<file path="config.mk">
export PLATFORM = sky130hd
export DESIGN_NAME = way_record_delta_decoder
export DESIGN_NICKNAME = d
export VERILOG_FILES = /design/src/sv/wrd_pkg.sv /design/src/sv/way_record_delta_decoder.sv /design/src/sv/wrd_parser.sv
export SDC_FILE = /design/constraint.sdc
export NUM_CORES = 1
export LEC_CHECK = 0
export BUFFER_PORTS_ARGS = -buffer_cell sky130_fd_sc_hd__buf_2
export CELL_PAD_IN_SITES_DETAIL_PLACEMENT = 0
export CELL_PAD_IN_SITES_GLOBAL_PLACEMENT = 1
export CORE_MARGIN = 2
export CORE_UTILIZATION = 50
export CTS_CLUSTER_SIZE = 40
export DETAILED_ROUTE_END_ITERATION = 8
export PLACE_DENSITY = 0.82
export SLEW_MARGIN = 10
export SYNTH_ARGS = -nofsm -noshare
export SYNTH_HDL_FRONTEND = slang
export SYNTH_SLANG_ARGS = --single-unit
export TNS_END_PERCENT = 30
</file>
<file path="constraint.sdc">
create_clock -name i_clk -period 21.9 [get_ports i_clk]
set_input_delay 1.095 -clock i_clk [delete_from_list [all_inputs] [get_ports i_clk]]
set_output_delay 1.095 -clock i_clk [all_outputs]
set_load 0.02 [all_outputs]
</file>
<file path="src/sv/wrd_pkg.sv">
package wrd_pkg;

    // Header layout and delta arithmetic.
    localparam int unsigned HDR_LEN     = 11;
    localparam int unsigned DELTA_SHIFT = 4;
    localparam logic [31:0] DELTA_BIAS  = 32'h0008_0000;

    // Byte positions that finish a field.
    localparam logic [3:0] PH_TYPE      = 4'd0;
    localparam logic [3:0] PH_COUNT_LO  = 4'd2;
    localparam logic [3:0] PH_X_LO      = 4'd6;
    localparam logic [3:0] PH_Y_LO      = 4'd10;
    localparam logic [3:0] PH_HDR_LAST  = 4'(HDR_LEN - 1);
    localparam logic [3:0] PH_DELTA_END = 4'd3;

    // One decoded point.
    typedef struct packed {
        logic [7:0]  way_type;
        logic [31:0] point_x;
        logic [31:0] point_y;
        logic [15:0] point_index;
        logic        last_point;
    } t_point;

    // Status from the parser to the output stage.
    typedef struct packed {
        logic res_valid;
        logic in_deltas;
    } t_parse_status;

    // Add a scaled, biased 16-bit delta to a running coordinate.
    function automatic logic [31:0] apply_delta(input logic [31:0] acc,
                                                input logic [15:0] d16);
        logic [31:0] step;
        step = 32'(d16) << DELTA_SHIFT;
        return acc + step - DELTA_BIAS;
    endfunction

endpackage

</file>
<file path="src/sv/way_record_delta_decoder.sv">
// Way record delta decoder.
// Input channel: i_valid / o_stall carry one byte of the record stream per
// transaction, with i_start_req forcing that byte to be a new type byte.
// Output channel: o_valid / i_stall carry one decoded point per transaction:
// type, absolute x and y, index within the way and a last-point flag.
// A record is an 11-byte header (type, 16-bit count, 32-bit x, 32-bit y)
// followed by 4-byte delta groups; the header gives the first point and each
// group one more. A record with count zero gives no point.
// Throughput is one byte per cycle while o_stall is low. A completed point is
// registered (output or skid register); the parser update and the delta add
// form a single stage ahead of the output register.
// When the receiver stalls, the next point is caught in a skid register and
// o_stall rises only while that register is full; bytes that complete no
// point are still taken until then. When the receiver takes the held point
// the skid point moves up and o_stall drops in the following cycle.
// Reset clears the parser to expect a header and empties both output
// registers; no clearing pass is needed.
module way_record_delta_decoder (
    input  logic        i_clk,
    input  logic        i_rst_n,
    input  logic        i_valid,
    output logic        o_stall,
    input  logic [7:0]  i_data_byte,
    input  logic        i_start_req,
    output logic        o_valid,
    input  logic        i_stall,
    output logic [7:0]  o_way_type,
    output logic [31:0] o_point_x,
    output logic [31:0] o_point_y,
    output logic [15:0] o_point_index,
    output logic        o_last_point
);

    wrd_pkg::t_parse_status status;
    wrd_pkg::t_point        res;

    logic            in_accept;
    logic            out_free;
    logic            new_point;
    logic            r_out_valid;
    logic            r_skid_valid;
    wrd_pkg::t_point r_out;
    wrd_pkg::t_point r_skid;

    assign in_accept = i_valid && !r_skid_valid;
    assign out_free  = !r_out_valid || !i_stall;
    assign new_point = in_accept && status.res_valid;

    wrd_parser u_parser (
        .i_clk       (i_clk),
        .i_rst_n     (i_rst_n),
        .i_step      (in_accept),
        .i_data_byte (i_data_byte),
        .i_start_req (i_start_req),
        .o_status    (status),
        .o_point     (res)
    );

    // Output register with a skid stage behind it.
    always_ff @(posedge i_clk) begin
        if (!i_rst_n) begin
            r_out_valid  <= 1'b0;
            r_skid_valid <= 1'b0;
        end else if (out_free) begin
            if (r_skid_valid) begin
                r_out        <= r_skid;
                r_out_valid  <= 1'b1;
                r_skid_valid <= 1'b0;
            end else begin
                r_out       <= res;
                r_out_valid <= new_point;
            end
        end else if (new_point) begin
            r_skid       <= res;
            r_skid_valid <= 1'b1;
        end
    end

    assign o_stall       = r_skid_valid;
    assign o_valid       = r_out_valid;
    assign o_way_type    = r_out.way_type;
    assign o_point_x     = r_out.point_x;
    assign o_point_y     = r_out.point_y;
    assign o_point_index = r_out.point_index;
    assign o_last_point  = r_out.last_point;

    // The skid register only fills behind a held output.
    a_skid_behind_out: assert property (@(posedge i_clk) disable iff (!i_rst_n)
        r_skid_valid |-> r_out_valid)
        else $error("skid register full while output register empty");

    // A point that is not the last leaves the parser in the delta groups.
    a_more_points: assert property (@(posedge i_clk) disable iff (!i_rst_n)
        (new_point && !res.last_point) |=> status.in_deltas)
        else $error("parser left delta groups before the last point");

    // The last point of a way returns the parser to header parsing.
    a_way_done: assert property (@(posedge i_clk) disable iff (!i_rst_n)
        (new_point && res.last_point) |=> !status.in_deltas)
        else $error("parser stayed in delta groups after the last point");

endmodule

</file>
<file path="src/sv/wrd_parser.sv">
module wrd_parser (
    input  logic                   i_clk,
    input  logic                   i_rst_n,
    input  logic                   i_step,
    input  logic [7:0]             i_data_byte,
    input  logic                   i_start_req,
    output wrd_pkg::t_parse_status o_status,
    output wrd_pkg::t_point        o_point
);

    logic [3:0]  r_phase,   n_phase;
    logic        r_in_deltas, n_in_deltas;
    logic [7:0]  r_type,    n_type;
    logic [15:0] r_count,   n_count;
    logic [15:0] r_counter, n_counter;
    logic [31:0] r_acc_x,   n_acc_x;
    logic [31:0] r_acc_y,   n_acc_y;
    logic [23:0] r_shift,   n_shift;

    logic [31:0] full;
    logic [3:0]  ph;
    logic        ind;
    logic [15:0] idx_next;
    logic        delta_last;
    logic        res_valid;
    logic [15:0] res_index;
    logic        res_last;

    assign full       = {r_shift, i_data_byte};
    assign idx_next   = 16'(r_counter + 16'd1);
    assign delta_last = (idx_next == r_count) || (r_counter >= r_count);

    // Next state and result for the byte being accepted.
    always_comb begin
        n_phase     = r_phase;
        n_in_deltas = r_in_deltas;
        n_type      = r_type;
        n_count     = r_count;
        n_counter   = r_counter;
        n_acc_x     = r_acc_x;
        n_acc_y     = r_acc_y;
        n_shift     = r_shift;
        res_valid   = 1'b0;
        res_index   = 16'd0;
        res_last    = 1'b0;

        // A start request drops any record in progress.
        ph  = i_start_req ? wrd_pkg::PH_TYPE : r_phase;
        ind = i_start_req ? 1'b0 : r_in_deltas;

        if (ind) begin
            if (ph > wrd_pkg::PH_DELTA_END) begin
                ph = wrd_pkg::PH_TYPE;
            end
            if (ph < wrd_pkg::PH_DELTA_END) begin
                n_shift = full[23:0];
                n_phase = 4'(ph + 4'd1);
            end else begin
                n_acc_x   = wrd_pkg::apply_delta(r_acc_x, full[31:16]);
                n_acc_y   = wrd_pkg::apply_delta(r_acc_y, full[15:0]);
                res_valid = 1'b1;
                res_index = r_counter;
                res_last  = delta_last;
                n_shift   = 24'd0;
                n_phase   = wrd_pkg::PH_TYPE;
                if (delta_last) begin
                    n_in_deltas = 1'b0;
                end else begin
                    n_counter = idx_next;
                end
            end
        end else begin
            if (ph > wrd_pkg::PH_HDR_LAST) begin
                ph = wrd_pkg::PH_TYPE;
            end
            n_in_deltas = 1'b0;
            case (ph)
                wrd_pkg::PH_TYPE: begin
                    n_type  = i_data_byte;
                    n_shift = 24'd0;
                    n_phase = 4'd1;
                end
                wrd_pkg::PH_COUNT_LO: begin
                    n_count = full[15:0];
                    n_shift = 24'd0;
                    n_phase = 4'(ph + 4'd1);
                end
                wrd_pkg::PH_X_LO: begin
                    n_acc_x = full;
                    n_shift = 24'd0;
                    n_phase = 4'(ph + 4'd1);
                end
                wrd_pkg::PH_Y_LO: begin
                    n_acc_y = full;
                    n_shift = 24'd0;
                    n_phase = wrd_pkg::PH_TYPE;
                    // An empty record ends here without a point.
                    if (r_count != 16'd0) begin
                        res_valid = 1'b1;
                        res_index = 16'd0;
                        res_last  = (r_count == 16'd1);
                    end
                    if (r_count > 16'd1) begin
                        n_in_deltas = 1'b1;
                        n_counter   = 16'd1;
                    end
                end
                default: begin
                    n_shift = full[23:0];
                    n_phase = 4'(ph + 4'd1);
                end
            endcase
        end
    end

    // Parser state advances only on an accepted transaction.
    always_ff @(posedge i_clk) begin
        if (!i_rst_n) begin
            r_phase     <= wrd_pkg::PH_TYPE;
            r_in_deltas <= 1'b0;
            r_type      <= 8'd0;
            r_count     <= 16'd0;
            r_counter   <= 16'd0;
            r_acc_x     <= 32'd0;
            r_acc_y     <= 32'd0;
            r_shift     <= 24'd0;
        end else if (i_step) begin
            r_phase     <= n_phase;
            r_in_deltas <= n_in_deltas;
            r_type      <= n_type;
            r_count     <= n_count;
            r_counter   <= n_counter;
            r_acc_x     <= n_acc_x;
            r_acc_y     <= n_acc_y;
            r_shift     <= n_shift;
        end
    end

    assign o_status.res_valid = res_valid;
    assign o_status.in_deltas = r_in_deltas;

    assign o_point.way_type    = n_type;
    assign o_point.point_x     = n_acc_x;
    assign o_point.point_y     = n_acc_y;
    assign o_point.point_index = res_index;
    assign o_point.last_point  = res_last;

endmodule
</file>
==> results of run 1 <==
power groups by stage:
stage / clock network (mW) / logic (mW) / registers, mW
2_1_floorplan: 0 / 0.0868 / 0.667
3_3_place_gp: 0 / 0.132 / 0.657
3_5_place_dp: 0 / 0.133 / 0.657
4_1_cts: 0.583 / 0.134 / 0.645
5_1_grt: 0.604 / 0.149 / 0.646
6_report: 0.570 / 0.135 / 0.645
stage by stage:
step | power, mW | cells | setup slack (ns) | area (sq um) | hold slack, ns
6_report | 1.35 | 2289 | 17.13 | 19100 | 0.482
4_1_cts | 1.36 | 2289 | 17.23 | 19100 | 0.481
3_3_place_gp | 0.790 | 2225 | 16.94 | 18000 | 0.465
2_1_floorplan | 0.754 | 1757 | 11.85 | 17100 | 0.453
3_5_place_dp | 0.791 | 2225 | 16.69 | 18000 | 0.473
5_1_grt | 1.40 | 2289 | 16.86 | 19100 | 0.503
per-layer routing:
layer	vias up	GRT usage	part of all wire
li1	6548	-	-
met1	6499	0.367	0.46
met2	432	0.401	0.45
met3	94	0.0393	0.061
met4	0	0.0793	0.026
met5	-	0	0
path summary, 6_finish.rpt:
kind                             start                    to  slack, ns
setup / recovery           i_start_req  u_parser.r_acc_x[30]      17.13
hold / removal    u_parser.r_acc_x[13]  u_parser.r_acc_x[13]       0.48
setup reg to reg   u_parser.r_phase[3]  u_parser.r_acc_x[30]      17.34
hold reg to reg   u_parser.r_acc_x[13]  u_parser.r_acc_x[13]       0.48
flip-flops by register name, indices dropped and copies added (netlist names), 4 cells and up:
name,count
r_skid,89
o_point_x,32
o_point_y,32
u_parser.r_acc_x,32
u_parser.r_acc_y,32
u_parser.r_shift,24
o_point_index,16
u_parser.r_count,16
u_parser.r_counter,16
o_way_type,8
u_parser.r_type,8
u_parser.r_phase,4
logic make-up (layout without fill, tap and decap cells):
logic type                 Yosys count  in the layout  share of synthesized area
AOI/OAI and AO/OA                  464            464                      0.176
adders and majority gates          107            107                     0.0790
buffers and inverters              195            279                     0.0442
and+or+nand+nor                    527            527                      0.142
muxes                               96             96                     0.0613
xor gates and xnor gates            55             55                     0.0281
DFF                                313            313                      0.470
area by class of cell:
| cell class | count | share of cell area |
|---|---|---|
| Tap cell | 448 | 0.0293 |
| Sequential cell | 313 | 0.421 |
| Clock buffer | 44 | 0.0503 |
| Timing Repair Buffer | 120 | 0.0337 |
| Multi-Input combinational cell | 1249 | 0.439 |
| Clock inverter | 20 | 0.00812 |
| Inverter | 95 | 0.0187 |
tightest hold or removal path: stages, from the launching register on:
cell	delay, ns
dfxtp_1	0.33
nand2_1	0.06
a21oi_1	0.05
layout by cell type (no fill, tap or decap), types with 21 or more instances in the layout:
cell type,Yosys,final
o21a_1,21,21
a21oi_1,114,113
o21ai_0,98,98
nand3_1,34,34
nor3_1,49,49
clkbuf_16,0,36
nor2_1,184,183
buf_2,14,103
mux2_2,71,71
mux2i_1,25,25
a31oi_1,29,29
a22oi_1,45,45
nand2_1,153,151
inv_1,94,93
edfxtp_1,178,178
dfxtp_1,135,134
a21o_1,31,31
xnor2_1,35,35
and3_1,25,25
ha_1,105,105
==> impl_metrics.py, run 1 <==
metrics = {
    "timing": {
        "setup-tns-final_ns": 0,
        "clock_skew_ns": 0.0177,
        "post-route-period-util": 0.218,
        "rsz0062_at_grt": "no",
        "slew_headroom": 0.214,
        "setup_viol": 0,
        "finalCriticalPeriod_ns": 4.77,
        "hold_violations": 0,
        "fmax_mhz": 209,
        "worst_slew_pin_slew_ns": 1.18,
        "slew_violations": 0,
    },
    "die": {
        "rows": 67,
        "coreArea_sq_um": 33600,
        "fp.dieArea_sq_um": 35800,
        "die_x_microns": 189,
        "start_util": 0.510,
        "die_h_microns": 189,
        "pin_count": 104,
    },
    "worst_setup_path": {
        "cpPeakStageDelay_ns": 0.97,
        "path_class": "in2reg",
        "endpoint_kind": "flop",
        "critPathArrivalTime_ns": 5.22,
        "worst-path-max-fanout": 19,
        "cp_num_cells": 13,
        "cp_data_required_time_ns": 22.34,
        "start_kind": "input pin",
        "path_cells": "buf_2 > and3b_1 > inv_1 > ha_1 > nor4bb_1 > nand2_1 > nand2_1 > o22ai_1 > a21oi_1 > nor2_1 > mux2i_1 > nor2_1 > a211oi_1",
        "ff2ff_path_depth": 13,
        "cpMaxStageDelayCell": "nor4bb_1",
        "cp_top_family": "simple AND/OR/NAND/NOR gates",
        "path_buf_inv": 2,
    },
    "hold_path": {
        "hold_path_class": "reg2reg",
        "min_delay_path_depth": 2,
    },
    "status": {
        "outcome": "completed",
    },
    "power": {
        "seqPwrFrac": 0.478,
        "pwr-share-comb": 0.100,
        "p_int_mw": 1.01,
        "p_sw_uw": 340,
        "swShare": 0.251,
        "clkPwrFrac": 0.422,
        "vdd_drop_max_mv": 0.0477,
        "power_density_nw_per_um2": 70.7,
        "cellLeakagePower_nw": 7.97,
    },
    "synthesis": {
        "ys_seq_area_frac": 0.470,
        "synthArstFlopShare": 0,
        "ys.flop_type": "edfxtp_1",
        "synth_common_cells": "nor2_1, edfxtp_1, nand2_1",
        "syn-num-nets": 1877,
        "yosys.area.top_type": "edfxtp_1",
        "netlist_area_sq_um": 17100,
        "synth_edf_count": 178,
        "yosysTopAreaCellShare": 0.312,
        "synth.area.top_cells": "edfxtp_1, dfxtp_1, ha_1",
        "synth_most_common_cell": "nor2_1",
        "synth-warning-count": 0,
        "syn_inst": 1757,
        "ys_types": 83,
        "avgSynthCellArea_sq_um": 9.75,
        "ys_ff_latch": 313,
    },
    "drt": {
        "routed_wl_mm": 46.4,
        "num_vias": 13600,
        "routed_via_density": 5.93,
        "wire_per_inst_microns": 20.3,
        "ant_nets": 0,
        "first_pass_iters": 6,
        "drc": 0,
        "drt_iter0_markers": 1155,
    },
    "cts": {
        "cts.hold.buffers_added": 0,
        "cts_resized": 0,
        "cts_made_buffers": 35,
        "insertion_delay_ns": 0.54,
        "cts_tree": "built",
        "clkTransAtPathRegs_ns": 0.06,
        "postCtsSetupBuffers": 0,
        "cts_root_buffer": "clkbuf_16",
        "cts_sinks": 313,
        "clock_path_buffers": 3,
        "cts-htree-levels": 2,
    },
    "placement": {
        "port-buffer-count": 103,
        "dp_hpwl_mm": 31.0,
        "routabilityCongestion": 0.894,
    },
    "grt": {
        "grt_pass1_vias": 12900,
        "grt.total_usage": 0.257,
        "grt_max_degree": 86,
        "antenna_found_initial": 0,
        "grt_pass1_wl_mm": 72.6,
        "overflow": 0,
    },
    "finish": {
        "final_core_util": 0.569,
        "multi_input_area_sq_um": 8380,
        "antenna_cells": 0,
        "final_nets": 1934,
        "drive_gt1_frac": 0.149,
        "regArea_sq_um": 8050,
        "n_fill_cell": 2974,
        "area_delta_synth_final_pct": 11.5,
    },
    "flow_run": {
        "maxCapViolCount": 0,
    },
}
No activity file was read; power rests on OpenSTA's default activity.
==> run 2, diff against run 1 <==
CORE_UTILIZATION = 44   (was 50)
PLACE_DENSITY = 0.76   (was 0.82)
clock period = 4.25 ns   (was 21.9 ns; I/O delays follow)
==> impl_metrics.py, run 2 (same netlist as run 1, synthesis figures left out) <==
metrics = {
    "die": {
        "fp.dieArea_sq_um": 40500,
        "start_util": 0.444,
        "pin_count": 104,
        "die_h_microns": 201,
        "die_x_microns": 201,
        "coreArea_sq_um": 38600,
        "rows": 72,
    },
    "drt": {
        "first_pass_iters": 5,
        "routed_wl_mm": 49.6,
        "ant_nets": 0,
        "drt_iter0_markers": 1208,
        "routed_via_density": 5.74,
        "num_vias": 13700,
        "drc": 0,
        "wire_per_inst_microns": 20.7,
    },
    "finish": {
        "largest_register": "r_skid",
        "n_fill_cell": 3634,
        "drive_gt1_frac": 0.163,
        "layout_common_cells": "nor2_1, edfxtp_1, nand2_1",
        "layout_commonest_cell": "nor2_1",
        "largest_reg_flops": 89,
        "antenna_cells": 0,
        "area_delta_synth_final_pct": 14.1,
        "stdcell_area_sq_um": 19600,
        "final_nets": 1968,
    },
    "timing": {
        "holdWs_ns": 0.0545,
        "finalCriticalPeriod_ns": 3.96,
        "slew_headroom": 0.238,
        "hold_violations": 0,
        "setup-tns-final_ns": 0,
        "clock_skew_ns": 0.0355,
        "setup_viol": 0,
        "fmax_mhz": 252,
        "slew_violations": 0,
        "worst_slew_pin_slew_ns": 1.14,
        "post-route-period-util": 0.933,
        "rsz0062_at_grt": "no",
    },
    "worst_setup_path": {
        "cp_data_required_time_ns": 4.51,
        "path_class": "reg2reg",
        "r2r-start": "u_parser.r_shift[9]",
        "r2r_slack_ns": 0.29,
        "endpoint": "o_point_x[29]",
        "worst-path-max-fanout": 5,
        "ff2ff_path_depth": 13,
        "crit_start": "u_parser.r_shift[9]",
        "regToRegEndpoint": "o_point_x[29]",
        "endpoint_kind": "flop",
        "start_kind": "flop",
        "critPathArrivalTime_ns": 4.23,
    },
    "placement": {
        "dpl_cell_area_sq_um": 18400,
        "port-buffer-count": 103,
        "dp_hpwl_mm": 34.1,
        "routabilityCongestion": 0.909,
    },
    "cts": {
        "cts_root_buffer": "clkbuf_16",
        "cts_sinks": 313,
        "cts-htree-levels": 2,
        "clock_path_buffers": 3,
        "cts_made_buffers": 37,
        "clkTransAtPathRegs_ns": 0.06,
        "postCtsSetupBuffers": 0,
        "cts_tree": "built",
        "insertion_delay_ns": 0.56,
    },
    "power": {
        "pwr-share-comb": 0.101,
        "clkPwrFrac": 0.431,
        "swShare": 0.249,
        "p_sw_mw": 1.77,
        "seqPwrFrac": 0.468,
        "cellLeakagePower_nw": 8.17,
        "power_density_nw_per_um2": 363,
        "vdd_drop_max_mv": 0.274,
        "p_int_mw": 5.34,
    },
    "grt": {
        "use_met3": 0.0308,
        "grt.total_usage": 0.244,
        "grt_pass1_wl_mm": 77.9,
        "grt.busiest_layer": "met2",
        "grt_max_degree": 76,
        "grt_use_met1": 0.350,
        "antenna_found_initial": 0,
        "grt_pass1_vias": 13300,
        "met2_usage": 0.390,
        "overflow": 0,
    },
    "flow_run": {
        "maxCapViolCount": 0,
    },
    "hold_path": {
        "hold_path_class": "in2reg",
    },
    "status": {
        "outcome": "completed",
    },
}
## run 2: timing repair
action,in CTS,in global routing
resized for setup,0,0
hold buffers,1,0
hold endpoints to repair,1,0
## run 2: worst max-delay path, cell delays in order, from the launching register on
cell and delay, ns:
dfxtp_1 0.38, ha_1 0.32, ha_1 0.17, inv_1 0.05
fa_1 0.40, nor2b_1 0.18, o31ai_1 0.11, a211oi_1 0.43
o21ai_0 0.25, a41oi_1 0.46, o21ai_0 0.23, nor4b_1 0.19
o31ai_1 0.37, a31oi_1 0.13
## run 2: per-stage QoR
stage / setup WS (ns) / instances / power, mW / util
global route: 0.0456 / 2394 / 7.36 / 0.507
CTS: 0.302 / 2394 / 7.18 / 0.507
finish: 0.285 / 2394 / 7.10 / 0.507
floorplan: -0.140 / 1757 / 3.88 / -
global placement: 0.408 / 2326 / 4.10 / 0.477
detailed placement: 0.337 / 2326 / 4.10 / 0.477
## run 2: cell type report
type	count	area [sq um]	share of cell area
clock buffers	55	1030	0.0526
clock inverters	12	119	0.00608
inverters	95	359	0.0184
multi-input cells	1249	8410	0.430
flip-flops and latches	313	8050	0.412
well taps	518	648	0.0331
repair buffers	152	936	0.0479
## run 2: how the worst min path moves through the flow
stage | start | endpoint | slack, ns | cells after the start
CTS | i_data_byte[1] | u_parser.r_count[1] | 0.03 | 3
detailed placement | u_parser.r_acc_x[13] | u_parser.r_acc_x[13] | 0.47 | 2
global placement | u_parser.r_acc_y[8] | u_parser.r_acc_y[8] | 0.47 | 2
global route | i_data_byte[2] | u_parser.r_count[2] | 0.05 | 3
floorplan | i_data_byte[0] | u_parser.r_count[0] | 0.36 | 2
finish | i_data_byte[2] | u_parser.r_shift[2] | 0.05 | 3
## run 2: power by group through the flow
stage               logic (mW)  clock network, mW  registers (mW)
finish                   0.720               3.06            3.32
global placement         0.712                  0            3.39
CTS                      0.719               3.14            3.32
floorplan                0.450                  0            3.43
detailed placement       0.715                  0            3.39
global route             0.793               3.24            3.33
## run 2: layer usage
layer / vias up / wire [microns]
li1: 6610 / -
met1: 6680 / 23400
met2: 386 / 22500
met3: 67 / 2720
met4: 0 / 1000
met5: - / 0
==> run 3, diff against run 2 <==
CELL_PAD_IN_SITES_DETAIL_PLACEMENT = 1   (was 0)
==> impl_metrics.py, run 3 (same netlist as run 1, synthesis figures left out) <==
metrics = {
    "die": {
        "start_util": 0.444,
        "pin_count": 104,
        "die_h_microns": 201,
        "die_x_microns": 201,
        "rows": 72,
        "fp.dieArea_sq_um": 40500,
        "coreArea_sq_um": 38600,
    },
    "power": {
        "power_density_nw_per_um2": 372,
        "cellLeakagePower_nw": 8.20,
        "vdd_drop_max_mv": 0.327,
    },
    "timing": {
        "setup_ws_ns": 0.105,
        "hold_violations": 0,
        "worst_slew_pin_slew_ns": 1.24,
        "slew_violations": 0,
        "post-route-period-util": 0.975,
        "finalCriticalPeriod_ns": 4.14,
        "rsz0062_at_grt": "no",
        "setup_viol": 0,
        "fmax_mhz": 241,
        "clock_skew_ns": 0.0138,
        "slew_headroom": 0.170,
    },
    "cts": {
        "cts_made_buffers": 36,
        "cts_root_buffer": "clkbuf_16",
        "clkTransAtPathRegs_ns": 0.06,
        "insertion_delay_ns": 0.57,
        "clock_path_buffers": 3,
        "cts_tree": "built",
        "cts_sinks": 313,
        "cts-htree-levels": 2,
        "cts_resized": 0,
    },
    "worst_setup_path": {
        "r2r-start": "u_parser.r_shift[9]",
        "path_class": "reg2reg",
        "start_kind": "flop",
        "regToRegEndpoint": "o_point_x[29]",
        "critPathArrivalTime_ns": 4.43,
        "endpoint_kind": "flop",
        "cp_data_required_time_ns": 4.54,
        "r2r_slack_ns": 0.11,
        "worst-path-max-fanout": 5,
        "ff2ff_path_depth": 13,
    },
    "status": {
        "outcome": "completed",
    },
    "finish": {
        "largest_reg_flops": 89,
        "final_core_util": 0.509,
        "layout_commonest_cell": "nor2_1",
        "area_delta_synth_final_pct": 14.5,
        "drive_gt1_frac": 0.166,
        "final_nets": 1967,
        "final_cells": 2394,
        "largest_register": "r_skid",
        "layout_common_cells": "nor2_1, edfxtp_1, nand2_1",
        "n_fill_cell": 4433,
    },
    "drt": {
        "drc": 0,
        "routed_wl_mm": 54.0,
        "wire_per_inst_microns": 22.5,
        "drt_iter0_markers": 924,
        "routed_via_density": 5.92,
        "ant_nets": 0,
        "first_pass_iters": 5,
        "num_vias": 14200,
    },
    "hold_path": {
        "hold_path_class": "in2reg",
        "min-delay-start": "i_data_byte[1]",
        "min_to": "u_parser.r_count[1]",
        "min_delay_path_depth": 3,
    },
    "placement": {
        "placedCellCount": 2326,
        "routabilityCongestion": 0.909,
        "preCtsSetupSlack_ns": 0.255,
        "dp_hpwl_mm": 37.3,
        "port-buffer-count": 103,
    },
    "grt": {
        "grt_max_degree": 76,
        "antenna_found_initial": 1,
        "overflow": 0,
        "grt.total_usage": 0.266,
        "grt_pass1_vias": 14400,
        "grt_pass1_wl_mm": 84.8,
    },
    "flow_run": {
        "maxCapViolCount": 0,
    },
}
-- run 3: cell types whose count changed in the layout (fill, tap and decap cells not counted), sizes merged --
cell / before / now
bufinv: 2 / 5
clkinv: 12 / 15
diode: 0 / 1
inv: 93 / 95
clkbuf: 55 / 43
clkinvlp: 0 / 3
-- run 3: layout make-up --
| type | count | area [sq um] | share of cell area |
|---|---|---|---|
| Multi-Input combinational cell | 1249 | 8410 | 0.429 |
| Sequential cell | 313 | 8050 | 0.410 |
| Clock buffer | 43 | 937 | 0.0478 |
| Timing Repair Buffer | 152 | 936 | 0.0477 |
| Tap cell | 518 | 648 | 0.0330 |
| Inverter | 95 | 359 | 0.0183 |
| Clock inverter | 23 | 279 | 0.0142 |
| Antenna cell | 1 | 2.50 | 0.000128 |
-- run 3: repair_timing --
item / 4_1_cts / 5_1_grt
buffers inserted: 0 / 0
endpoints found under the hold margin: 1 / 0
hold buffers: 1 / 0
-- run 3: how the worst max path moves through the flow --
stage | startpoint | to | cells past startpoint
global placement | u_parser.r_shift[9] | o_point_x[29] | 13
floorplan | u_parser.r_phase[3] | r_skid[0] | 11
finish | u_parser.r_shift[9] | o_point_x[29] | 13
CTS | u_parser.r_shift[9] | o_point_x[29] | 13
global route | u_parser.r_shift[9] | o_point_x[29] | 13
detailed placement | u_parser.r_shift[9] | o_point_x[29] | 13
-- run 3: worst max-delay path, stage by stage, from the launching register on --
cell and delay (ns):
dfxtp_1 0.39, ha_1 0.33, ha_1 0.17, inv_1 0.05
fa_1 0.40, nor2b_1 0.18, o31ai_1 0.11, a211oi_1 0.48
o21ai_0 0.27, a41oi_1 0.52, o21ai_0 0.24, nor4b_1 0.20
o31ai_1 0.38, a31oi_1 0.14
-- run 3: routing by layer --
layer / track usage / up-vias / part of all wire
met3: 0.0339 / 87 / 0.048
met2: 0.429 / 359 / 0.46
met4: 0.0874 / 0 / 0.027
li1: - / 6612 / -
met1: 0.371 / 7118 / 0.46
met5: 0 / - / 0
-- run 3: through the flow --
step / TNS [ns] / total power [mW] / instance area, sq um / hold slack, ns
after global placement: 0 / 4.10 / 18400 / 0.468
after floorplan: -12.45 / 3.88 / 17200 / 0.356
final: 0 / 7.30 / 19600 / 0.0465
after CTS: 0 / 7.37 / 19600 / 0.0223
after detailed placement: 0 / 4.12 / 18400 / 0.476
after global routing: 0 / 7.56 / 19600 / 0.0738
-- run 3: where the power goes --
| group | internal (mW) | leakage [nW] | switching (mW) |
|---|---|---|---|
| Clock | 1.90 | 0.586 | 1.34 |
| Combinational | 0.261 | 4.83 | 0.475 |
| Sequential | 3.28 | 2.78 | 0.0480 |
